## src/rtl/ldf_pkg.sv

```systemverilog
`timescale 1ns / 1ps
// ----------------------------------------------------------------------------
// ldf_pkg - length-prefixed frame deframer package
// Types and constants shared by the deframer, its channels and its checker.
// ----------------------------------------------------------------------------
package ldf_pkg;

	localparam int unsigned BYTE_W     = 8;
	localparam int unsigned LEN_W      = 32;
	localparam int unsigned KIND_W     = 2;
	localparam int unsigned LEN_BYTES  = 4;
	localparam logic [LEN_W-1:0] MAX_FRAME_RST = 32'd1048576;

	// Deframer phase: four length bytes, type byte, payload, dead after error.
	typedef enum logic [2:0] {
		PH_LEN0    = 3'd0,
		PH_LEN1    = 3'd1,
		PH_LEN2    = 3'd2,
		PH_LEN3    = 3'd3,
		PH_TYPE    = 3'd4,
		PH_PAYLOAD = 3'd5,
		PH_DEAD    = 3'd6
	} phase_t;

	// Result kind codes.
	typedef enum logic [KIND_W-1:0] {
		KIND_TYPE    = 2'd0,
		KIND_PAYLOAD = 2'd1,
		KIND_ERROR   = 2'd2
	} kind_t;

endpackage

```

## src/rtl/ldf_if.sv

```systemverilog
`timescale 1ns / 1ps
// ----------------------------------------------------------------------------
// ldf_if - deframer channel interfaces
// Valid/ready channels for received bytes, frame results and configuration.
// ----------------------------------------------------------------------------
interface ldf_byte_if import ldf_pkg::*; ();
	logic              valid;
	logic              ready;
	logic [BYTE_W-1:0] rx_byte;

	modport source (output valid, output rx_byte, input ready);
	modport sink   (input valid, input rx_byte, output ready);
endinterface

interface ldf_frame_if import ldf_pkg::*; ();
	logic              valid;
	logic              ready;
	logic [KIND_W-1:0] kind;
	logic [BYTE_W-1:0] value;
	logic              last;

	modport source (output valid, output kind, output value, output last, input ready);
	modport sink   (input valid, input kind, input value, input last, output ready);
endinterface

interface ldf_cfg_if import ldf_pkg::*; ();
	logic             valid;
	logic             ready;
	logic [LEN_W-1:0] data;

	modport source (output valid, output data, input ready);
	modport sink   (input valid, input data, output ready);
endinterface

```

## src/rtl/length_prefixed_frame_deframer.sv

```systemverilog
`timescale 1ns / 1ps
// Timing: a result beat appears on frame in the cycle after the byte that causes it is taken.
// Throughput: one byte per cycle; rx stays ready while the result register is empty
//   or is being emptied in the same cycle, so a full stream never bubbles.
// Reset (arst_n low, asynchronous): phase back to the first length byte, result register
//   empty, max_frame_size back to 1048576. Reset is the only way out of the dead phase.
// ----------------------------------------------------------------------------
// length_prefixed_frame_deframer - 32-bit big-endian length-prefixed deframer
// Gathers a 4-byte length, checks it against zero and max_frame_size, then passes the
// type byte and the payload bytes on with a last flag on the final one.
// ----------------------------------------------------------------------------
module length_prefixed_frame_deframer import ldf_pkg::*; (
	input  logic        clk,
	input  logic        arst_n,
	ldf_byte_if.sink    rx,
	ldf_frame_if.source frame,
	ldf_cfg_if.sink     cfg
);

	// --- state ---------------------------------------------------------------
	phase_t                      phase_q, phase_d;
	// only the first three prefix bytes need holding; the fourth arrives live
	logic [LEN_W-BYTE_W-1:0]     len_acc_q, len_acc_d;
	logic [LEN_W-1:0]            remain_q, remain_d;
	logic [LEN_W-1:0]            max_frame_q;

	// --- result register -----------------------------------------------------
	logic                        res_valid_q, res_valid_d;
	kind_t                       res_kind_q, res_kind_d;
	logic [BYTE_W-1:0]           res_value_q, res_value_d;
	logic                        res_last_q, res_last_d;

	logic                        take;      // byte beat accepted this cycle
	logic                        res_free;  // result register may be loaded
	logic [LEN_W-1:0]            length;    // complete prefix, fourth byte live
	logic                        len_bad;
	logic                        fin;

	// The register empties when its beat is taken, so a new byte can land
	// in the same cycle as the old result leaves.
	assign res_free  = !res_valid_q || frame.ready;
	assign rx.ready  = res_free;
	assign take      = rx.valid && res_free;
	assign cfg.ready = 1'b1;

	assign length  = {len_acc_q, rx.rx_byte};
	assign len_bad = (length == '0) || (length > max_frame_q);
	// final frame byte when at most one byte is left (type byte counts)
	assign fin     = (remain_q <= LEN_W'(1));

	always_comb begin
		phase_d     = phase_q;
		len_acc_d   = len_acc_q;
		remain_d    = remain_q;
		res_valid_d = res_valid_q && !frame.ready;
		res_kind_d  = res_kind_q;
		res_value_d = res_value_q;
		res_last_d  = res_last_q;

		if (take) begin
			unique case (phase_q)
				PH_LEN0: begin
					len_acc_d = {len_acc_q[LEN_W-2*BYTE_W-1:0], rx.rx_byte};
					phase_d   = PH_LEN1;
				end
				PH_LEN1: begin
					len_acc_d = {len_acc_q[LEN_W-2*BYTE_W-1:0], rx.rx_byte};
					phase_d   = PH_LEN2;
				end
				PH_LEN2: begin
					len_acc_d = {len_acc_q[LEN_W-2*BYTE_W-1:0], rx.rx_byte};
					phase_d   = PH_LEN3;
				end
				PH_LEN3: begin
					len_acc_d = '0;
					if (len_bad) begin
						// zero or oversize length: one error beat, then silence
						phase_d     = PH_DEAD;
						res_valid_d = 1'b1;
						res_kind_d  = KIND_ERROR;
						res_value_d = '0;
						res_last_d  = 1'b1;
					end else begin
						remain_d = length;
						phase_d  = PH_TYPE;
					end
				end
				PH_TYPE, PH_PAYLOAD: begin
					res_valid_d = 1'b1;
					res_kind_d  = (phase_q == PH_TYPE) ? KIND_TYPE : KIND_PAYLOAD;
					res_value_d = rx.rx_byte;
					res_last_d  = fin;
					if (fin) begin
						remain_d  = '0;
						len_acc_d = '0;
						phase_d   = PH_LEN0;
					end else begin
						remain_d = remain_q - LEN_W'(1);
						phase_d  = PH_PAYLOAD;
					end
				end
				default: begin
					// dead phase (and the unused code): bytes are dropped
					phase_d = phase_q;
				end
			endcase
		end
	end

	always_ff @(posedge clk or negedge arst_n) begin
		if (!arst_n) begin
			phase_q     <= PH_LEN0;
			len_acc_q   <= '0;
			remain_q    <= '0;
			res_valid_q <= 1'b0;
			max_frame_q <= MAX_FRAME_RST;
		end else begin
			phase_q     <= phase_d;
			len_acc_q   <= len_acc_d;
			remain_q    <= remain_d;
			res_valid_q <= res_valid_d;
			if (cfg.valid) begin
				max_frame_q <= cfg.data;
			end
		end
	end

	// payload of the result register, no reset needed
	always_ff @(posedge clk) begin
		res_kind_q  <= res_kind_d;
		res_value_q <= res_value_d;
		res_last_q  <= res_last_d;
	end

	assign frame.valid = res_valid_q;
	assign frame.kind  = res_kind_q;
	assign frame.value = res_value_q;
	assign frame.last  = res_last_q;

endmodule

```

## src/flat_wrapper.sv

```systemverilog
// flat-port wrapper written by rule: the top's interface ports become plain ports
module length_prefixed_frame_deframer_flat import ldf_pkg::*;
  (clk, arst_n, rx_valid, rx_rx_byte, rx_ready, frame_valid, frame_kind, frame_value, frame_last, frame_ready, cfg_valid, cfg_data, cfg_ready);
  ldf_byte_if rx_i ();
  ldf_frame_if frame_i ();
  ldf_cfg_if cfg_i ();
  input  logic clk;
  input  logic arst_n;
  input wire logic [$bits(rx_i.valid)-1:0] rx_valid;
  input wire logic [$bits(rx_i.rx_byte)-1:0] rx_rx_byte;
  output wire logic [$bits(rx_i.ready)-1:0] rx_ready;
  output wire logic [$bits(frame_i.valid)-1:0] frame_valid;
  output wire logic [$bits(frame_i.kind)-1:0] frame_kind;
  output wire logic [$bits(frame_i.value)-1:0] frame_value;
  output wire logic [$bits(frame_i.last)-1:0] frame_last;
  input wire logic [$bits(frame_i.ready)-1:0] frame_ready;
  input wire logic [$bits(cfg_i.valid)-1:0] cfg_valid;
  input wire logic [$bits(cfg_i.data)-1:0] cfg_data;
  output wire logic [$bits(cfg_i.ready)-1:0] cfg_ready;
  assign rx_i.valid = rx_valid;
  assign rx_i.rx_byte = rx_rx_byte;
  assign rx_ready = rx_i.ready;
  assign frame_valid = frame_i.valid;
  assign frame_kind = frame_i.kind;
  assign frame_value = frame_i.value;
  assign frame_last = frame_i.last;
  assign frame_i.ready = frame_ready;
  assign cfg_i.valid = cfg_valid;
  assign cfg_i.data = cfg_data;
  assign cfg_ready = cfg_i.ready;
  length_prefixed_frame_deframer u_core (.clk(clk), .arst_n(arst_n), .rx(rx_i), .frame(frame_i), .cfg(cfg_i));
endmodule
```

## config.mk

```make
export PLATFORM = sky130hd
export DESIGN_NAME = length_prefixed_frame_deframer_flat
export DESIGN_NICKNAME = d
export VERILOG_FILES = /design/src/rtl/ldf_pkg.sv /design/src/rtl/ldf_if.sv /design/src/rtl/length_prefixed_frame_deframer.sv /design/src/flat_wrapper.sv
export SDC_FILE = /design/constraint.sdc
export NUM_CORES = 1
export LEC_CHECK = 0
export ABC_AREA = 1
export BUFFER_PORTS_ARGS = -buffer_cell sky130_fd_sc_hd__buf_2
export CORE_ASPECT_RATIO = 1.25
export CORE_MARGIN = 2
export CORE_UTILIZATION = 40
export CTS_BUF_LIST = sky130_fd_sc_hd__clkbuf_16
export CTS_CLUSTER_SIZE = 12
export DETAILED_ROUTE_END_ITERATION = 8
export GPL_TIMING_DRIVEN = 0
export PLACE_DENSITY = 0.66
export SYNTH_ARGS = -nofsm -noshare
export SYNTH_HDL_FRONTEND = slang
export SYNTH_SLANG_ARGS = --single-unit
```

## constraint.sdc

```tcl
create_clock -name clk -period 2.7 [get_ports clk]
set_clock_uncertainty 0.1 [all_clocks]
set_input_delay 0.675 -clock clk [delete_from_list [all_inputs] [get_ports clk]]
set_output_delay 0.675 -clock clk [all_outputs]
set_load 0.005 [all_outputs]
```

==> results_dict.tcl <==
set metrics [dict create \
    outcome "finished clean" \
    syn_avg_cell_area_um2 7.88 \
    vias_per_cell 5.10 \
    n_fill_cell 1449 \
    cts_tree "built" \
    die_x_um 113 \
    core_um2 14400 \
    maxCapViolCount 0 \
    worst_path_most_repeated_cell "nand2_1" \
    yosys_register_bits 103 \
    cts_buffers 9 \
    place_hpwl_um 11300 \
    drive_gt1_share_pct 13.2 \
    synth.top_cell.area_share_pct 38.4 \
    io_pins 59 \
    synth_edf_count 11 \
    clock_sinks 103 \
    pre_cts_ws_ns -0.211 \
    peakVddDrop_uv 425 \
    cts_max_path_buffers 2 \
    rsz0062_at_grt "false" \
    syn_area_um2 5920 \
    setup.worst_path.start_class "flop" \
    gp_congestion 0.902 \
    max_slew.worst_pin.slew_ns 0.743 \
    finalHoldWorstSlack_ns 0.287 \
    p_switching_mw 3.16 \
    power_density_nw_per_um2 1060 \
    slowest_delay_ns 0.52 \
    clock_tree.root_cell "clkbuf_16" \
    cts_hold_buffers 0 \
    synth_largest_area_cell "dfrtp_1" \
    first_pass_iters 4 \
    worstSetupEndpointType "flop" \
    pwr-share-comb_pct 46.0 \
    fin_nets 900 \
    cts_setup_buffers 0 \
    worstPathRequired_ns 2.68 \
    port-buffer-count 56 \
    synthTopCellsByArea "dfrtp_1, nand2_1, ha_1" \
    finalPower_mw 7.11 \
    criticalPathCategory "flop to flop" \
    drt-initial-drc-count 294 \
    hold_class "input pin to async pin" \
    stdcell_area_um2 6740 \
    max_freq_mhz 408 \
    yosys_warnings 0 \
    setup_slack_ns 0.246 \
    critical_path_arrival_ns 2.43 \
    slew_headroom_pct 50.5 \
    finalHoldViolCount 0 \
    drv_slew 0 \
    drc_errors 0 \
    pwr-share-seq_pct 36.7 \
    crit_fanout 8 \
    groute.usage.overall_pct 19.2 \
    period_share_pct 90.9 \
    dr_total_vias 5121 \
    area_delta_synth_final_pct 13.7 \
    antenna_found_initial 0 \
    synthTopCellsByCount "nand2_1, dfrtp_1, inv_1, nor2_1, a21oi_1" \
    yosysMostFrequentCell "nand2_1" \
    synth_nets 831 \
    clkTransAtPathRegs_ns 0.07 \
    ys.flop_type "dfrtp_1" \
    globalRouteOverflowTotal 0 \
    p_leak_nw 3.35 \
    antenna_cells 0 \
    p_int_mw 3.95 \
    grt_start_max_net_pins 57 \
    slowest_stage "dfstp_2" \
    crit_chain "inv_1, ha_1, a21oi_1, nor2_1, nor2_1, nand3_1, a21oi_1, nand2_1, nand2_1, nand2_1, nand2_2, nand2_1, nand2_2, clkinvlp_4" \
    grt_pass1_wl_um 24500 \
    async_reset_ff_share_pct 89.3 \
    ant_nets 0 \
    syn-instance-count 752 \
    cts_resized 0 \
    wl_per_cell_um 14.5 \
    ys_seq_area_share_pct 44.5 \
    p_sw_share_pct 44.4 \
    grt_pass1_vias 5091 \
    setup_tns_ns 0 \
    start_util_pct 41.1 \
    dieArea_um2 15800 \
    setup_viol 0 \
    fp-row-count 49 \
    drt_wl_total_um 14500 \
    clockPowerShare_pct 17.3 \
    die_h_um 140 \
    cts_max_level 3 \
    synth_cell_types 31 \
    min_period_ns 2.45 \
    place_area_um2 6450 \
    clk_latency_ns 0.34 \
]
## per-stage QoR
stage	utilization, %	instances
6_report	46.8	1004
5_1_grt	46.8	1004
4_1_cts	46.7	1003
3_5_place_dp	44.8	987
3_3_place_gp	44.6	986
2_1_floorplan	-	752
## critical path: cells and delay by family, from the launching register on
family,cells,cell delay [ns]
buffers and inverters,2,0.22
adders and majority gates,1,0.19
DFF,1,0.52
and+or+nand+nor,9,0.81
AOI/OAI and AO/OA,2,0.35
## final timing paths
| path | endpoint | start | cells past startpoint | slack (ns) |
|---|---|---|---|---|
| min | u_core.frame.valid | arst_n | 1 | 0.29 |
| min reg2reg | u_core.max_frame_q[20] | u_core.max_frame_q[20] | 2 | 0.41 |
| max reg2reg | u_core.frame.value[6] | u_core.max_frame_q[20] | 14 | 0.25 |
| max in group asynchronous | u_core.max_frame_q[31] | arst_n | 2 | 1.55 |
| max | u_core.frame.value[6] | u_core.max_frame_q[20] | 14 | 0.25 |
| min in group clk | u_core.max_frame_q[20] | u_core.max_frame_q[20] | 2 | 0.41 |
## registers in the layout (all words and copies together) (netlist names)
register / count
u_core.frame.kind: 2
u_core.frame.last: 1
u_core.frame.valid: 1
u_core.frame.value: 8
u_core.len_acc_q: 24
u_core.max_frame_q: 32
u_core.phase_q: 3
u_core.remain_q: 32
## final cells by class
| class | count | area [µm²] | share of cell area (%) |
|---|---|---|---|
| Multi-Input combinational cell | 527 | 2800 | 41.5 |
| Sequential cell | 103 | 2630 | 39.1 |
| Inverter | 92 | 349 | 5.18 |
| Timing Repair Buffer | 57 | 303 | 4.49 |
| Clock buffer | 9 | 225 | 3.34 |
| Tap cell | 178 | 223 | 3.31 |
| Buffer | 30 | 151 | 2.25 |
| Clock inverter | 7 | 47.5 | 0.706 |
| Timing Repair inverter | 1 | 7.51 | 0.111 |
## layout by cell type, fill, tap and decap left out, types with 34 or more instances in the layout
cell type	instances
nand2_1	181
nor2_1	69
o21ai_0	35
buf_2	68
nand3_1	46
inv_1	88
o22ai_1	34
ha_1	34
dfrtp_1	91
a21oi_1	59
## cell families after synthesis
logic type / share of synthesized area, %
other: 0.0633
AOI/OAI and AO/OA: 12.2
adders and majority gates: 7.18
buffers and inverters: 8.38
muxes: 0.190
and+or+nand+nor: 23.6
xor gates and xnor gates: 3.99
DFF: 44.5
## power by group through the flow
stage	sequential [mW]	clock (mW)	combinational (mW)
final	2.61	1.23	3.27
after global routing	2.69	1.30	3.77
after CTS	2.60	1.25	3.27
after global placement	2.63	0	3.20
after floorplan	2.49	0	2.46
after detailed placement	2.63	0	3.26
## metal layers
layer | up-vias | wire (µm) | GRT usage [%]
met5 | - | 0 | 0
met4 | 0 | 399 | 7.38
met3 | 29 | 584 | 2.94
met2 | 102 | 7230 | 33.1
met1 | 2394 | 6320 | 24.1
li1 | 2596 | - | -
(Power assumes the default switching activity.)
